**config.mk**
```make
export PLATFORM = sky130hd
export DESIGN_NAME = http_response_framer
export DESIGN_NICKNAME = d
export VERILOG_FILES = /design/src/rtl/hrf_pkg.sv /design/src/rtl/http_response_framer.sv /design/src/rtl/hrf_scan.sv
export SDC_FILE = /design/constraint.sdc
export NUM_CORES = 1
export LEC_CHECK = 0
export BUFFER_PORTS_ARGS = -buffer_cell sky130_fd_sc_hd__buf_2
export CAP_MARGIN = 30
export CORE_ASPECT_RATIO = 0.7
export CORE_MARGIN = 2
export CORE_UTILIZATION = 60
export CTS_BUF_LIST = sky130_fd_sc_hd__clkbuf_4 sky130_fd_sc_hd__clkbuf_8 sky130_fd_sc_hd__clkbuf_16
export CTS_CLUSTER_SIZE = 24
export DETAILED_ROUTE_END_ITERATION = 12
export MAX_ROUTING_LAYER = met4
export PLACE_DENSITY = 0.8
export SETUP_SLACK_MARGIN = 0.05
export SLEW_MARGIN = 20
export SYNTH_ARGS = -nofsm -noshare
export SYNTH_HDL_FRONTEND = slang
export SYNTH_HIERARCHICAL = 1
export SYNTH_SLANG_ARGS = --single-unit
```
**constraint.sdc**
```tcl
create_clock -name clk -period 9.8 [get_ports clk]
set_clock_uncertainty 0.2 [all_clocks]
set_input_delay 1.96 -clock clk [delete_from_list [all_inputs] [get_ports clk]]
set_output_delay 1.96 -clock clk [all_outputs]
set_load 0.05 [all_outputs]
```
**src/rtl/hrf_pkg.sv**
```systemverilog
// Shared types, constants and character tables for the HTTP response framer.
// No dependencies; imported by hrf_scan, http_response_framer, hrf_checker and tb.
`default_nettype none

package hrf_pkg;

  localparam int MAX_LENGTH_DIGITS = 6;
  localparam int MIN_MESSAGE_BYTES = 20;
  localparam int COUNT_W           = 21;
  localparam int LEN_W             = 20;
  localparam int LABEL_LEN         = 16;
  localparam int PREFIX_LEN        = 4;
  localparam int DIGIT_W           = 3;
  localparam int LABEL_W           = 5;
  localparam int BUFSIZE_RESET     = 8192;

  localparam logic [COUNT_W-1:0] COUNT_MAX = '1;

  localparam logic [7:0] CHAR_CR    = 8'h0D;
  localparam logic [7:0] CHAR_LF    = 8'h0A;
  localparam logic [7:0] CHAR_MINUS = 8'h2D;
  localparam logic [7:0] CHAR_ZERO  = 8'h30;
  localparam logic [7:0] CHAR_NINE  = 8'h39;
  localparam logic [7:0] CHAR_C     = 8'h43;

  typedef enum logic [1:0] {
    STATUS_INCOMPLETE = 2'd0,
    STATUS_COMPLETE   = 2'd1,
    STATUS_NOT_HTTP   = 2'd2,
    STATUS_BAD_LENGTH = 2'd3
  } status_t;

  typedef struct packed {
    logic [COUNT_W-1:0] byte_count;
    logic [1:0]         terminator_match;
    logic               prefix_ok;
    logic [LABEL_W-1:0] label_match;
    logic               in_length_value;
    logic [DIGIT_W-1:0] digit_chars;
    logic               digits_stopped;
    logic [LEN_W-1:0]   length_value;
    logic               header_done;
    logic [COUNT_W-1:0] header_bytes;
  } msg_state_t;

  localparam msg_state_t MSG_RESET = '{
    byte_count:       '0,
    terminator_match: '0,
    prefix_ok:        1'b1,
    label_match:      '0,
    in_length_value:  1'b0,
    digit_chars:      '0,
    digits_stopped:   1'b0,
    length_value:     '0,
    header_done:      1'b0,
    header_bytes:     '0
  };

  // "Content-Length: "
  function automatic logic [7:0] label_char(input logic [3:0] idx);
    logic [7:0] c;
    unique case (idx)
      4'd0:    c = "C";
      4'd1:    c = "o";
      4'd2:    c = "n";
      4'd3:    c = "t";
      4'd4:    c = "e";
      4'd5:    c = "n";
      4'd6:    c = "t";
      4'd7:    c = "-";
      4'd8:    c = "L";
      4'd9:    c = "e";
      4'd10:   c = "n";
      4'd11:   c = "g";
      4'd12:   c = "t";
      4'd13:   c = "h";
      4'd14:   c = ":";
      default: c = " ";
    endcase
    return c;
  endfunction

  function automatic logic [7:0] term_char(input logic [1:0] idx);
    return idx[0] ? CHAR_LF : CHAR_CR;
  endfunction

  function automatic logic [7:0] prefix_char(input logic [1:0] idx);
    logic [7:0] c;
    unique case (idx)
      2'd0:    c = "H";
      2'd1:    c = "T";
      2'd2:    c = "T";
      default: c = "P";
    endcase
    return c;
  endfunction

endpackage

`default_nettype wire

```
**src/rtl/http_response_framer.sv**
```systemverilog
// Top level: HTTP response framer with Content-Length, one verdict per byte.
// Depends on hrf_pkg and hrf_scan.
//
//   channel   signals                                       dir
//   in        in_valid, in_ready, data_byte                 sink
//   out       out_valid, out_ready, status, header_length,  source
//             body_length
//   cfg       cfg_valid, cfg_ready, cfg_data (buffer_size)  sink
//
// One byte per cycle unless the result channel stalls; each accepted byte yields its verdict in the cycle after.
// The message state registers and the single result register set the rate.
// in_ready drops only while a result is held and out_ready is low.
// Reset (rst, synchronous) clears message state and errors; buffer_size 8192.
// cfg_ready is always high.
`default_nettype none

module http_response_framer
  import hrf_pkg::*;
(
  input  logic               clk,
  input  logic               rst,
  input  logic               in_valid,
  output logic               in_ready,
  input  logic [7:0]         data_byte,
  output logic               out_valid,
  input  logic               out_ready,
  output logic [1:0]         status,
  output logic [COUNT_W-1:0] header_length,
  output logic [LEN_W-1:0]   body_length,
  input  logic               cfg_valid,
  output logic               cfg_ready,
  input  logic [COUNT_W-1:0] cfg_data
);

  msg_state_t         msg;
  msg_state_t         msg_scan;
  msg_state_t         msg_next;
  status_t            sticky_error;
  status_t            sticky_error_next;
  logic [COUNT_W-1:0] buffer_size;
  logic               accept;
  logic               complete;
  logic [COUNT_W:0]   total;
  status_t            res_status;

  assign accept    = in_valid && in_ready;
  assign in_ready  = !out_valid || out_ready;
  assign cfg_ready = 1'b1;

  hrf_scan u_scan (
    .cur       (msg),
    .data_byte (data_byte),
    .nxt       (msg_scan)
  );

  assign total = {1'b0, msg_scan.header_bytes} + (COUNT_W+1)'(msg_scan.length_value);

  always_comb begin
    msg_next          = msg;
    sticky_error_next = sticky_error;
    complete          = 1'b0;
    if (sticky_error == STATUS_INCOMPLETE) begin
      msg_next = msg_scan;
      if (msg_scan.header_done &&
          msg_scan.byte_count >= COUNT_W'(MIN_MESSAGE_BYTES)) begin
        if (!msg_scan.prefix_ok) begin
          sticky_error_next = STATUS_NOT_HTTP;
        end else if (msg_scan.digit_chars > DIGIT_W'(MAX_LENGTH_DIGITS) ||
                     total > {1'b0, buffer_size}) begin
          sticky_error_next = STATUS_BAD_LENGTH;
        end else if (total <= {1'b0, msg_scan.byte_count}) begin
          complete = 1'b1;
          msg_next = MSG_RESET;
        end
      end
    end
    if (sticky_error_next != STATUS_INCOMPLETE) begin
      res_status = sticky_error_next;
    end else if (complete) begin
      res_status = STATUS_COMPLETE;
    end else begin
      res_status = STATUS_INCOMPLETE;
    end
  end

  always_ff @(posedge clk) begin
    if (rst) begin
      msg          <= MSG_RESET;
      sticky_error <= STATUS_INCOMPLETE;
      buffer_size  <= COUNT_W'(BUFSIZE_RESET);
      out_valid    <= 1'b0;
    end else begin
      if (accept) begin
        msg          <= msg_next;
        sticky_error <= sticky_error_next;
      end
      if (cfg_valid && cfg_ready) begin
        buffer_size <= cfg_data;
      end
      out_valid <= accept || (out_valid && !out_ready);
    end
  end

  always_ff @(posedge clk) begin
    if (accept) begin
      status        <= res_status;
      header_length <= complete ? msg_scan.header_bytes : '0;
      body_length   <= complete ? msg_scan.length_value : '0;
    end
  end

`ifndef SYNTHESIS
  a_lengths_zero: assert property (@(posedge clk) disable iff (rst)
    out_valid && status != STATUS_COMPLETE |-> header_length == '0 && body_length == '0)
    else $error("lengths non-zero on a non-complete result");

  a_header_min: assert property (@(posedge clk) disable iff (rst)
    out_valid && status == STATUS_COMPLETE |-> header_length >= COUNT_W'(4))
    else $error("complete message with header shorter than blank line");

  a_sticky_holds: assert property (@(posedge clk) disable iff (rst)
    sticky_error != STATUS_INCOMPLETE |=> sticky_error == $past(sticky_error))
    else $error("sticky error changed without reset");

  a_sticky_reported: assert property (@(posedge clk) disable iff (rst)
    accept && sticky_error != STATUS_INCOMPLETE |=> status == $past(sticky_error))
    else $error("sticky error not reported");

  a_error_resets_no_msg: assert property (@(posedge clk) disable iff (rst)
    sticky_error != STATUS_INCOMPLETE |=> msg == $past(msg))
    else $error("message state moved after an error");
`endif

endmodule

`default_nettype wire

```
**src/rtl/hrf_scan.sv**
```systemverilog
// Per-byte header scanner: prefix check, label search, length digits, blank line.
// Depends on hrf_pkg.
`default_nettype none

module hrf_scan
  import hrf_pkg::*;
(
  input  msg_state_t cur,
  input  logic [7:0] data_byte,
  output msg_state_t nxt
);

  logic               is_digit;
  logic [DIGIT_W-1:0] dchars;
  logic [LABEL_W-1:0] lm;
  logic [LEN_W+3:0]   times_ten;

  assign is_digit  = (data_byte >= CHAR_ZERO) && (data_byte <= CHAR_NINE);
  assign times_ten = {cur.length_value, 3'b000} + {2'b00, cur.length_value, 1'b0}
                     + (LEN_W+4)'(data_byte - CHAR_ZERO);

  always_comb begin
    nxt    = cur;
    dchars = cur.digit_chars;
    lm     = cur.label_match;

    if (cur.byte_count != COUNT_MAX) begin
      nxt.byte_count = cur.byte_count + COUNT_W'(1);
    end

    if (!cur.header_done) begin
      if (cur.byte_count < COUNT_W'(PREFIX_LEN) &&
          data_byte != prefix_char(cur.byte_count[1:0])) begin
        nxt.prefix_ok = 1'b0;
      end

      if (cur.in_length_value) begin
        if (data_byte == CHAR_CR) begin
          nxt.in_length_value = 1'b0;
        end else begin
          if (dchars == '0 && data_byte == CHAR_MINUS) begin
            dchars = DIGIT_W'(MAX_LENGTH_DIGITS + 1);
          end
          if (dchars < DIGIT_W'(MAX_LENGTH_DIGITS)) begin
            if (!cur.digits_stopped && is_digit) begin
              nxt.length_value = times_ten[LEN_W-1:0];
            end else begin
              nxt.digits_stopped = 1'b1;
            end
          end
          if (dchars <= DIGIT_W'(MAX_LENGTH_DIGITS)) begin
            dchars = dchars + DIGIT_W'(1);
          end
          nxt.digit_chars = dchars;
        end
      end

      if (cur.label_match < LABEL_W'(LABEL_LEN)) begin
        if (data_byte == label_char(cur.label_match[3:0])) begin
          lm = cur.label_match + LABEL_W'(1);
        end else begin
          lm = (data_byte == CHAR_C) ? LABEL_W'(1) : '0;
        end
        nxt.label_match = lm;
        if (lm == LABEL_W'(LABEL_LEN)) begin
          nxt.in_length_value = 1'b1;
        end
      end

      if (data_byte == term_char(cur.terminator_match)) begin
        if (cur.terminator_match == 2'd3) begin
          nxt.header_done      = 1'b1;
          nxt.header_bytes     = nxt.byte_count;
          nxt.terminator_match = 2'd0;
        end else begin
          nxt.terminator_match = cur.terminator_match + 2'd1;
        end
      end else begin
        nxt.terminator_match = (data_byte == CHAR_CR) ? 2'd1 : 2'd0;
      end
    end
  end

endmodule

`default_nettype wire

```
# Word-level counts from Yosys, hierarchy flattened
# Memories as Yosys holds them, arrays and structs flattened. A register that Yosys moved wholly into a read port is not among the register bits.
# Cells that the tools add are included.
[op_classes]
addsub = 8
multipliers = 0
n_div = 0
order_cmp = 10
eq_ne = 11
shift = 0
n_mux = 47
n_bitwise = 0
reduce_logical = 19
[op_table]
columns = ["op", "n"]
rows = [
  ["$mux 76", 4],
  ["$mux 55", 1],
  ["$mux 22", 2],
  ["$mux 21", 2],
  ["$add 20x20->20", 2],
  ["$mux 25", 1],
  ["$mux 24", 1],
  ["$mux 8", 3],
  ["$add 21x20->22", 1],
  ["$gt 22x21->1", 1],
  ["$le 22x21->1", 1],
  ["$add 21x1->21 const B", 1],
  ["$ge 21x5->1 const B", 1],
  ["$lt 21x3->1 const B", 1],
  ["$ne 21x21->1 const B", 1],
  ["$mux 20", 1],
  ["$mux 3", 6],
  ["$eq 8x8->1", 2],
  ["$mux 5", 3],
  ["$mux 2", 7],
  ["$mux 1", 12],
  ["$pmux 5 s2", 1],
  ["$sub 8x6->9 const B", 1],
  ["$eq 8x4->1 const B", 1],
  ["other kinds (25)", 38],
]
[totals]
reg_bits = 143
latch_bits = 0
ramBits = 0
rom_bits = 112
in_bits = 34
output_inout_bits = 46
wordCells = 112
mem_count = 1
[mem_list]
columns = ["memory", "words", "width", "read_ports", "rd_ports_with_merged_regs", "wr", "line", "source"]
rows = [
  ["(name not given)", 16, 7, 1, 1, 0, "hrf_pkg.sv:62", "unique case (idx)"],
]

# Longest topological paths before layout
# Gate-level depths: netlist of run 1.
[depth]
depth_word = 22
depth_mapped = 30
depth_no_buf = 27

# Cells and area by module
# Netlist of run 1, hierarchy kept.
[by_module_without_submodules]
columns = ["module", "n_inst", "cells_per_inst", "area_per_inst_um2", "seq_area_each_um2"]
rows = [
  ["http_response_framer", 1, 790, 7179.4, 3293.2],
  ["hrf_scan", 1, 409, 3046.7, 0.0],
]

# Worst setup path before layout of run 1
# No wires, ideal clock.
[synth_path]
kind = "input port to flip-flop"
startpoint = "input port data_byte[4]"
endpoint = "register header_length[15], data pin"
setup_time_ps = 132
arrival_time_ps = 8622
required_ps = 9468
path_slack_ps = 845
stages = 26
path_buffers = 2
cell_sequence = "ha_1 > nor3_1 > fa_1 > ha_1 > nand4_1 > nor3_1 > or2_2 > o21a_1 > o311a_1 > o21a_1 > o31ai_1 > ha_1 > or2_2 > a21oi_1 > xnor2_1 > a22o_1 > ha_1 > nand4_1 > nor2_1 > and4_1 > a221oi_1 > a21oi_1 > nor4_4 > buf_6 > buf_6 > and3_1"
[synth_rtl]
columns = ["element", "line", "source"]
rows = [
  ["start: declaration", "http_response_framer.sv:24", "input logic [7:0] data_byte,"],
  ["end signal: assignment", "http_response_framer.sv:107", "header_length <= complete ? msg_scan.header_bytes : '0;"],
  ["end: declaration", "http_response_framer.sv:28", "output logic [COUNT_W-1:0] header_length,"],
]

==> results of run 1 <==
==> worst register-to-register path: cells and delay by family (launching register included) <==
kind	cells	cell delay, ps
AND/OR/NAND/NOR	5	1100
AO/OA/AOI/OAI	14	3110
buffers and inverters	3	530
adder cells (fa/ha/maj)	4	1480
flip-flops	1	410
XOR/XNOR	2	330
==> placed cells by master (no fill, tap or decap), types with 22 or more instances in the layout <==
cell type	count
a21oi_1	48
edfxtp_1	43
nor2_1	69
o31ai_1	31
dfxtp_1	100
buf_2	78
xnor2_1	26
inv_1	75
nand3_1	30
mux2i_1	23
o21ai_0	105
xor2_1	22
nand2_1	192
and3_1	51
ha_1	94
mux2_2	26
==> layer usage <==
| metal | up-vias | share of wire (%) | track usage [%] |
|---|---|---|---|
| li1 | 4378 | - | - |
| met1 | 4147 | 46 | 42.65 |
| met2 | 403 | 43 | 42.68 |
| met3 | 45 | 9.4 | 7.038 |
| met4 | 0 | 1.9 | 9.189 |
| met5 | - | 0 | - |
==> Yosys cell counts, types with 6 or more instances <==
master    count
nor2_1       71
edfxtp_1     43
o31ai_1      31
nor3_1        9
inv_1        76
clkbuf_1     38
a21o_1       18
xor2_1       22
a21oi_1      49
a211oi_1      8
mux2_2       26
fa_1         18
and3_1       51
nor4_1       16
or2_2         8
mux2i_1      23
nand3_1      30
xnor2_1      26
buf_6         6
o21ai_0     105
o21a_1       12
nand2_1     192
ha_1         94
nor2b_1       7
dfxtp_1     100
nand4_1      12
==> cell families after synthesis <==
family	Yosys count	share of synthesized area (%)
AOI/OAI and AO/OA	286	18.07
xor gates and xnor gates	48	4.111
adders and majority gates	113	15.12
buffers and inverters	131	5.383
DFF	143	32.20
muxes	49	5.114
other	1	0.03667
and+or+nand+nor	428	19.96
==> state kept, by name, summed over array words and instances (netlist names) <==
name and flops:
msg 76, buffer_size 21, header_length 21, body_length 20, status 2, sticky_error 2
out_valid 1
==> power by group through the flow <==
stage | combinational (W) | clock, W | sequential [W]
after floorplan | 0.0000651 | 0 | 0.000675
after global placement | 0.000133 | 0 | 0.000643
after detailed placement | 0.000136 | 0 | 0.000643
after CTS | 0.000137 | 0.000625 | 0.000631
after global routing | 0.000149 | 0.000654 | 0.000632
final | 0.000139 | 0.000620 | 0.000630
==> how the worst max path moves through the flow <==
stage	to	slack, ps	depth (start not counted)
after floorplan	header_length[15]$_SDFFCE_PN0P_	850	26
after global placement	body_length[3]$_SDFFCE_PN0P_	940	25
after detailed placement	body_length[15]$_SDFFCE_PN0P_	710	26
after CTS	msg[44]$_SDFFE_PP0P_	1080	26
after global routing	msg[44]$_SDFFE_PP0P_	550	29
final	body_length[15]$_SDFFCE_PN0P_	960	26
==> final cells by class <==
type                            instances  area, sq um  area share, %
Clock inverter                         11        90.09         0.7966
Sequential cell                       143         3293          29.12
Timing Repair Buffer                   88        481.7          4.260
Multi-Input combinational cell        925         6409          56.67
Inverter                               76        285.3          2.523
Tap cell                              225        281.5          2.489
Clock buffer                           21        467.9          4.138
==> through the flow <==
| stage | cells | util (%) | area (sq um) | total power (W) | hold WS, ps |
|---|---|---|---|---|---|
| final | 1489 | 68.56 | 11310 | 0.001389 | 248.7 |
| after CTS | 1489 | 68.56 | 11310 | 0.001393 | 250.8 |
| after global routing | 1489 | 68.56 | 11310 | 0.001435 | 279.5 |
| after floorplan | 1199 | - | 10230 | 0.0007398 | 219.4 |
| after detailed placement | 1457 | 65.18 | 10750 | 0.0007789 | 236.8 |
| after global placement | 1456 | 65.11 | 10740 | 0.0007758 | 228.1 |
==> results by group, run 1 <==
Finish
  • Antenna fix cells: 0
  • Final layout net count: 1397
  • Area Growth Syn to Fin: 10.58%
  • Final-layout fill cell count: 1374
  • Share of cells above drive strength 1: 13.61%

Synthesis
  • Syn_nets: 1345
  • Primary FF master, synth: dfxtp_1
  • Seq/Total Area, Yosys: 32.20%
  • Synthesized cell area: 10230 sq um
  • Synth area leaders: dfxtp_1 20%, edfxtp_1 13%, ha_1 12%
  • Synthesis-stage register bit count: 143
  • Leading area contributor after synthesis: dfxtp_1
  • Synth Area per Inst: 8.529 sq um
  • Yosys warns: 6
  • Async set-reset flop share out of synthesis: 0%
  • Post-Syn Instances: 1199
  • Post-synth top area share: 19.58%
  • Post-synth EDFFs: 43
  • Synth unique cells: 76

Hold path
  • Hold Crit Class: flop to flop
  • Hold Startpoint: msg[14]$_SDFFE_PP0P_
  • WHS Endpoint: msg[14]$_SDFFE_PP0P_
  • Hold Path Depth: 2

STA
  • Final Cycle Share: 90.25%
  • Final hold vios: 0
  • Slew @ Worst Pin: 875.3 ps
  • Setup ws final: 955.9 ps
  • Min Clock Period, post-route: 8844 ps
  • Relative slew slack: 41.64%
  • Max Slew Vio Count: 0
  • RSZ-0062 raised after global routing: no
  • Setup_tns: 0 ps
  • Fmax: 113.1 MHz
  • Final setup violating endpoints: 0

Global route
  • Vias in the first global route: 8180
  • Pin count of the biggest net entering global routing: 117
  • Total GRT Usage: 30.10%
  • First-pass GRT wire length: 42350 um
  • Antenna violations before repair: 1
  • Total grt overflow: 0

Die
  • Starting Density: 62.00%
  • Die Ht: 113.2 um
  • Die Wd: 160.0 um
  • Die footprint: 18120 sq um
  • I/O pins: 80
  • Rows: 39
  • Core area: 16490 sq um

Pwr
  • Sw power: 0.0003606 W
  • Sw frac: 25.97%
  • Peak supply drop: 0.00008479 V
  • Clock network fraction of total power: 44.6%
  • Leakage: 5.027 nW
  • Register share of total power: 45.4%
  • Power Dens Cells: 122.8 nW/um^2
  • Combinational share of power: 10.0%
  • Pint: 0.001028 W

Detailed routing
  • DRT Pass-1 Iters: 8
  • Vias per cell: 6.026
  • Wire length per cell: 17.34 um
  • Vias after detailed routing: 8973
  • ANT nets after route: 0
  • Iter 0 DRT Violations: 1010
  • DRC violations left: 0
  • Post-Route WL: 25830 um

Setup path
  • Worst path arrival time: 8950 ps
  • WS Path Type: input pin to flop
  • Startpoint Class: input pin
  • R2R depth: 28
  • Worst Path Buf+Inv: 3
  • CP dominant cell by count: ha_1
  • Data required time of the worst path: 9900 ps
  • Crit. End Element: flop
  • R2r startpoint: msg[25]$_SDFFE_PP0P_
  • Worst path max stage delay: 470 ps
  • Reg2Reg Setup Slack: 2520 ps
  • Family with the most delay on the worst path: compound AO/OA/AOI/OAI gates
  • Crit-path max FO: 116
  • Worst setup path startpoint: data_byte[4]
  • CP max stage cell: o31ai_1
  • Worst r2r dst: body_length[15]$_SDFFCE_PN0P_

Place
  • Port bufs: 78
  • Dpl ws: 705.1 ps
  • GP Congestion: 1.005
  • DP HPWL: 18370 um

CTS
  • Clock latency on the worst-skew pair: 440 ps
  • Clock sinks: 143
  • # H-tree levels: 4
  • CTS tree: built
  • Clock transition at path regs: 60 ps
  • # hold bufs at CTS: 0
  • Postcts setup bufs: 0
  • Root buf cell: clkbuf_16
  • Cts bufs inserted: 17
  • Clock Tree Buf Depth: 2
  • Resized cells post-CTS: 0

Flow run
  • Max-cap violations: 0

Run status
  • Status: completed
Note: power is estimated with default switching activity, not from simulation.
==> run 2: changes to the inputs <==
--- a/config.mk
+++ b/config.mk
@@ -8,7 +8,7 @@
 export BUFFER_PORTS_ARGS = -buffer_cell sky130_fd_sc_hd__buf_2
 export CAP_MARGIN = 30
 export CORE_ASPECT_RATIO = 0.7
-export CORE_MARGIN = 2
+export CORE_MARGIN = 3
 export CORE_UTILIZATION = 60
 export CTS_BUF_LIST = sky130_fd_sc_hd__clkbuf_4 sky130_fd_sc_hd__clkbuf_8 sky130_fd_sc_hd__clkbuf_16
 export CTS_CLUSTER_SIZE = 24
==> results by group, run 2 (synthesis results as in run 1) <==
Hold path
  • WHS Endpoint: msg[14]$_SDFFE_PP0P_
  • Hold Crit Class: flop to flop
  • Hold Startpoint: msg[14]$_SDFFE_PP0P_
  • Hold Path Depth: 2

Die
  • Die footprint: 18670 sq um
  • Die Ht: 115.2 um
  • I/O pins: 80
  • Rows: 39
  • Core area: 16490 sq um
  • Die Wd: 162.0 um
  • Starting Density: 62.00%

CTS
  • CTS tree: built
  • Clock sinks: 143
  • Postcts setup bufs: 0
  • Clock Tree Buf Depth: 2
  • # H-tree levels: 4
  • # hold bufs at CTS: 0
  • Clock transition at path regs: 60 ps
  • Root buf cell: clkbuf_16
  • Cts bufs inserted: 17
  • Clock latency on the worst-skew pair: 430 ps
  • Resized cells post-CTS: 0

Setup path
  • Family with the most delay on the worst path: compound AO/OA/AOI/OAI gates
  • R2R depth: 28
  • Startpoint Class: input pin
  • Worst path max stage delay: 480 ps
  • WS Path Type: input pin to flop
  • R2r startpoint: msg[23]$_SDFFE_PP0P_
  • Worst r2r dst: header_length[1]$_SDFFCE_PN0P_
  • CP dominant cell by count: ha_1
  • Reg2Reg Setup Slack: 2520 ps
  • Worst path arrival time: 8860 ps
  • Crit-path max FO: 116
  • Worst Path Buf+Inv: 2
  • CP max stage cell: fa_1
  • Crit. End Element: flop
  • Data required time of the worst path: 9900 ps

Pwr
  • Power Dens Cells: 125.8 nW/um^2
  • Combinational share of power: 9.7%
  • Sw frac: 26.16%
  • Peak supply drop: 0.00009190 V
  • Tot Pwr: 0.001427 W
  • Pint: 0.001054 W
  • Register share of total power: 44.1%
  • Leakage: 5.055 nW
  • Sw power: 0.0003733 W
  • Clock network fraction of total power: 46.2%

Global route
  • First-pass GRT wire length: 43210 um
  • Vias in the first global route: 8321
  • Pin count of the biggest net entering global routing: 117
  • Antenna violations before repair: 1
  • Total grt overflow: 0
  • Total GRT Usage: 29.51%

Detailed routing
  • Wire length per cell: 17.71 um
  • Iter 0 DRT Violations: 1024
  • ANT nets after route: 0
  • DRT Pass-1 Iters: 8
  • Post-Route WL: 26360 um
  • Vias per cell: 6.139
  • Vias after detailed routing: 9135
  • DRC violations left: 0

Finish
  • Top reg by flops: msg
  • Most common cell after layout, fill and taps aside: nand2_1
  • Max reg flops: 76
  • Commonest cells after routing, fill and taps aside: 192 x nand2_1, 105 x o21ai_0, 100 x dfxtp_1
  • Final layout net count: 1396
  • Share of cells above drive strength 1: 13.86%
  • Antenna fix cells: 0
  • Area Growth Syn to Fin: 10.91%
  • Biggest regs: msg: 76 flops, buffer_size: 21 flops, header_length: 21 flops

STA
  • Min Clock Period, post-route: 8761 ps
  • Final Cycle Share: 89.40%
  • Setup_tns: 0 ps
  • Relative slew slack: 41.07%
  • Slew @ Worst Pin: 883.9 ps
  • RSZ-0062 raised after global routing: no
  • Max Slew Vio Count: 0
  • Final hold vios: 0
  • Final setup violating endpoints: 0
  • Fmax: 114.1 MHz

Flow run
  • Max-cap violations: 0

Place
  • DP HPWL: 18690 um
  • GP Congestion: 0.9644
  • Port bufs: 78

Run status
  • Status: completed
## run 2: cell type report
| class | count | area, sq um |
|---|---|---|
| timing repair buffer | 87 | 478.0 |
| inverter | 76 | 285.3 |
| sequential | 143 | 3293 |
| fill | 1377 | 5151 |
| multi-input combinational | 925 | 6409 |
| clock buffer | 21 | 496.7 |
| clock inverter | 11 | 98.84 |
| tap | 225 | 281.5 |
## run 2: how the worst max path moves through the flow
stage / from / to / slack [ps] / cells past startpoint
2_1_floorplan: data_byte[4] / header_length[15]$_SDFFCE_PN0P_ / 850 / 26
3_3_place_gp: data_byte[4] / body_length[4]$_SDFFCE_PN0P_ / 1010 / 28
3_5_place_dp: data_byte[4] / header_length[6]$_SDFFCE_PN0P_ / 770 / 29
4_1_cts: data_byte[4] / header_length[6]$_SDFFCE_PN0P_ / 1180 / 29
5_1_grt: data_byte[4] / body_length[3]$_SDFFCE_PN0P_ / 670 / 29
6_report: data_byte[4] / header_length[1]$_SDFFCE_PN0P_ / 1040 / 29
## run 2: power groups by stage
stage	combinational, W	sequential [W]	clock [W]
floorplan	0.0000651	0.000675	0
detailed placement	0.000136	0.000643	0
global placement	0.000132	0.000643	0
CTS	0.000137	0.000630	0.000661
finish	0.000138	0.000630	0.000659
global route	0.000149	0.000631	0.000686
## run 2: per-stage QoR
step	setup WS, ps	util, %	hold slack (ps)	instances	cell area [sq um]
final	1039	68.77	253.1	1488	11340
after CTS	1181	68.77	253.3	1488	11340
after floorplan	845.5	-	219.4	1199	10230
after detailed placement	767.5	65.16	236.8	1456	10750
after global placement	1005	65.07	227.1	1455	10730
after global routing	673.0	68.77	273.2	1488	11340
## run 2: layer usage
metal | track usage, % | part of all wire [%] | up-vias
li1 | - | - | 4391
met5 | - | 0 | -
met2 | 43.97 | 44 | 435
met4 | 7.614 | 1.7 | 0
met1 | 42.28 | 46 | 4262
met3 | 4.393 | 8.4 | 47
## run 2: worst min-delay path: cells and delay by family, from the launching register on
family / cells / cell delay, ps
flip-flops: 1 / 320
AND/OR/NAND/NOR: 1 / 50
AO/OA/AOI/OAI: 1 / 50
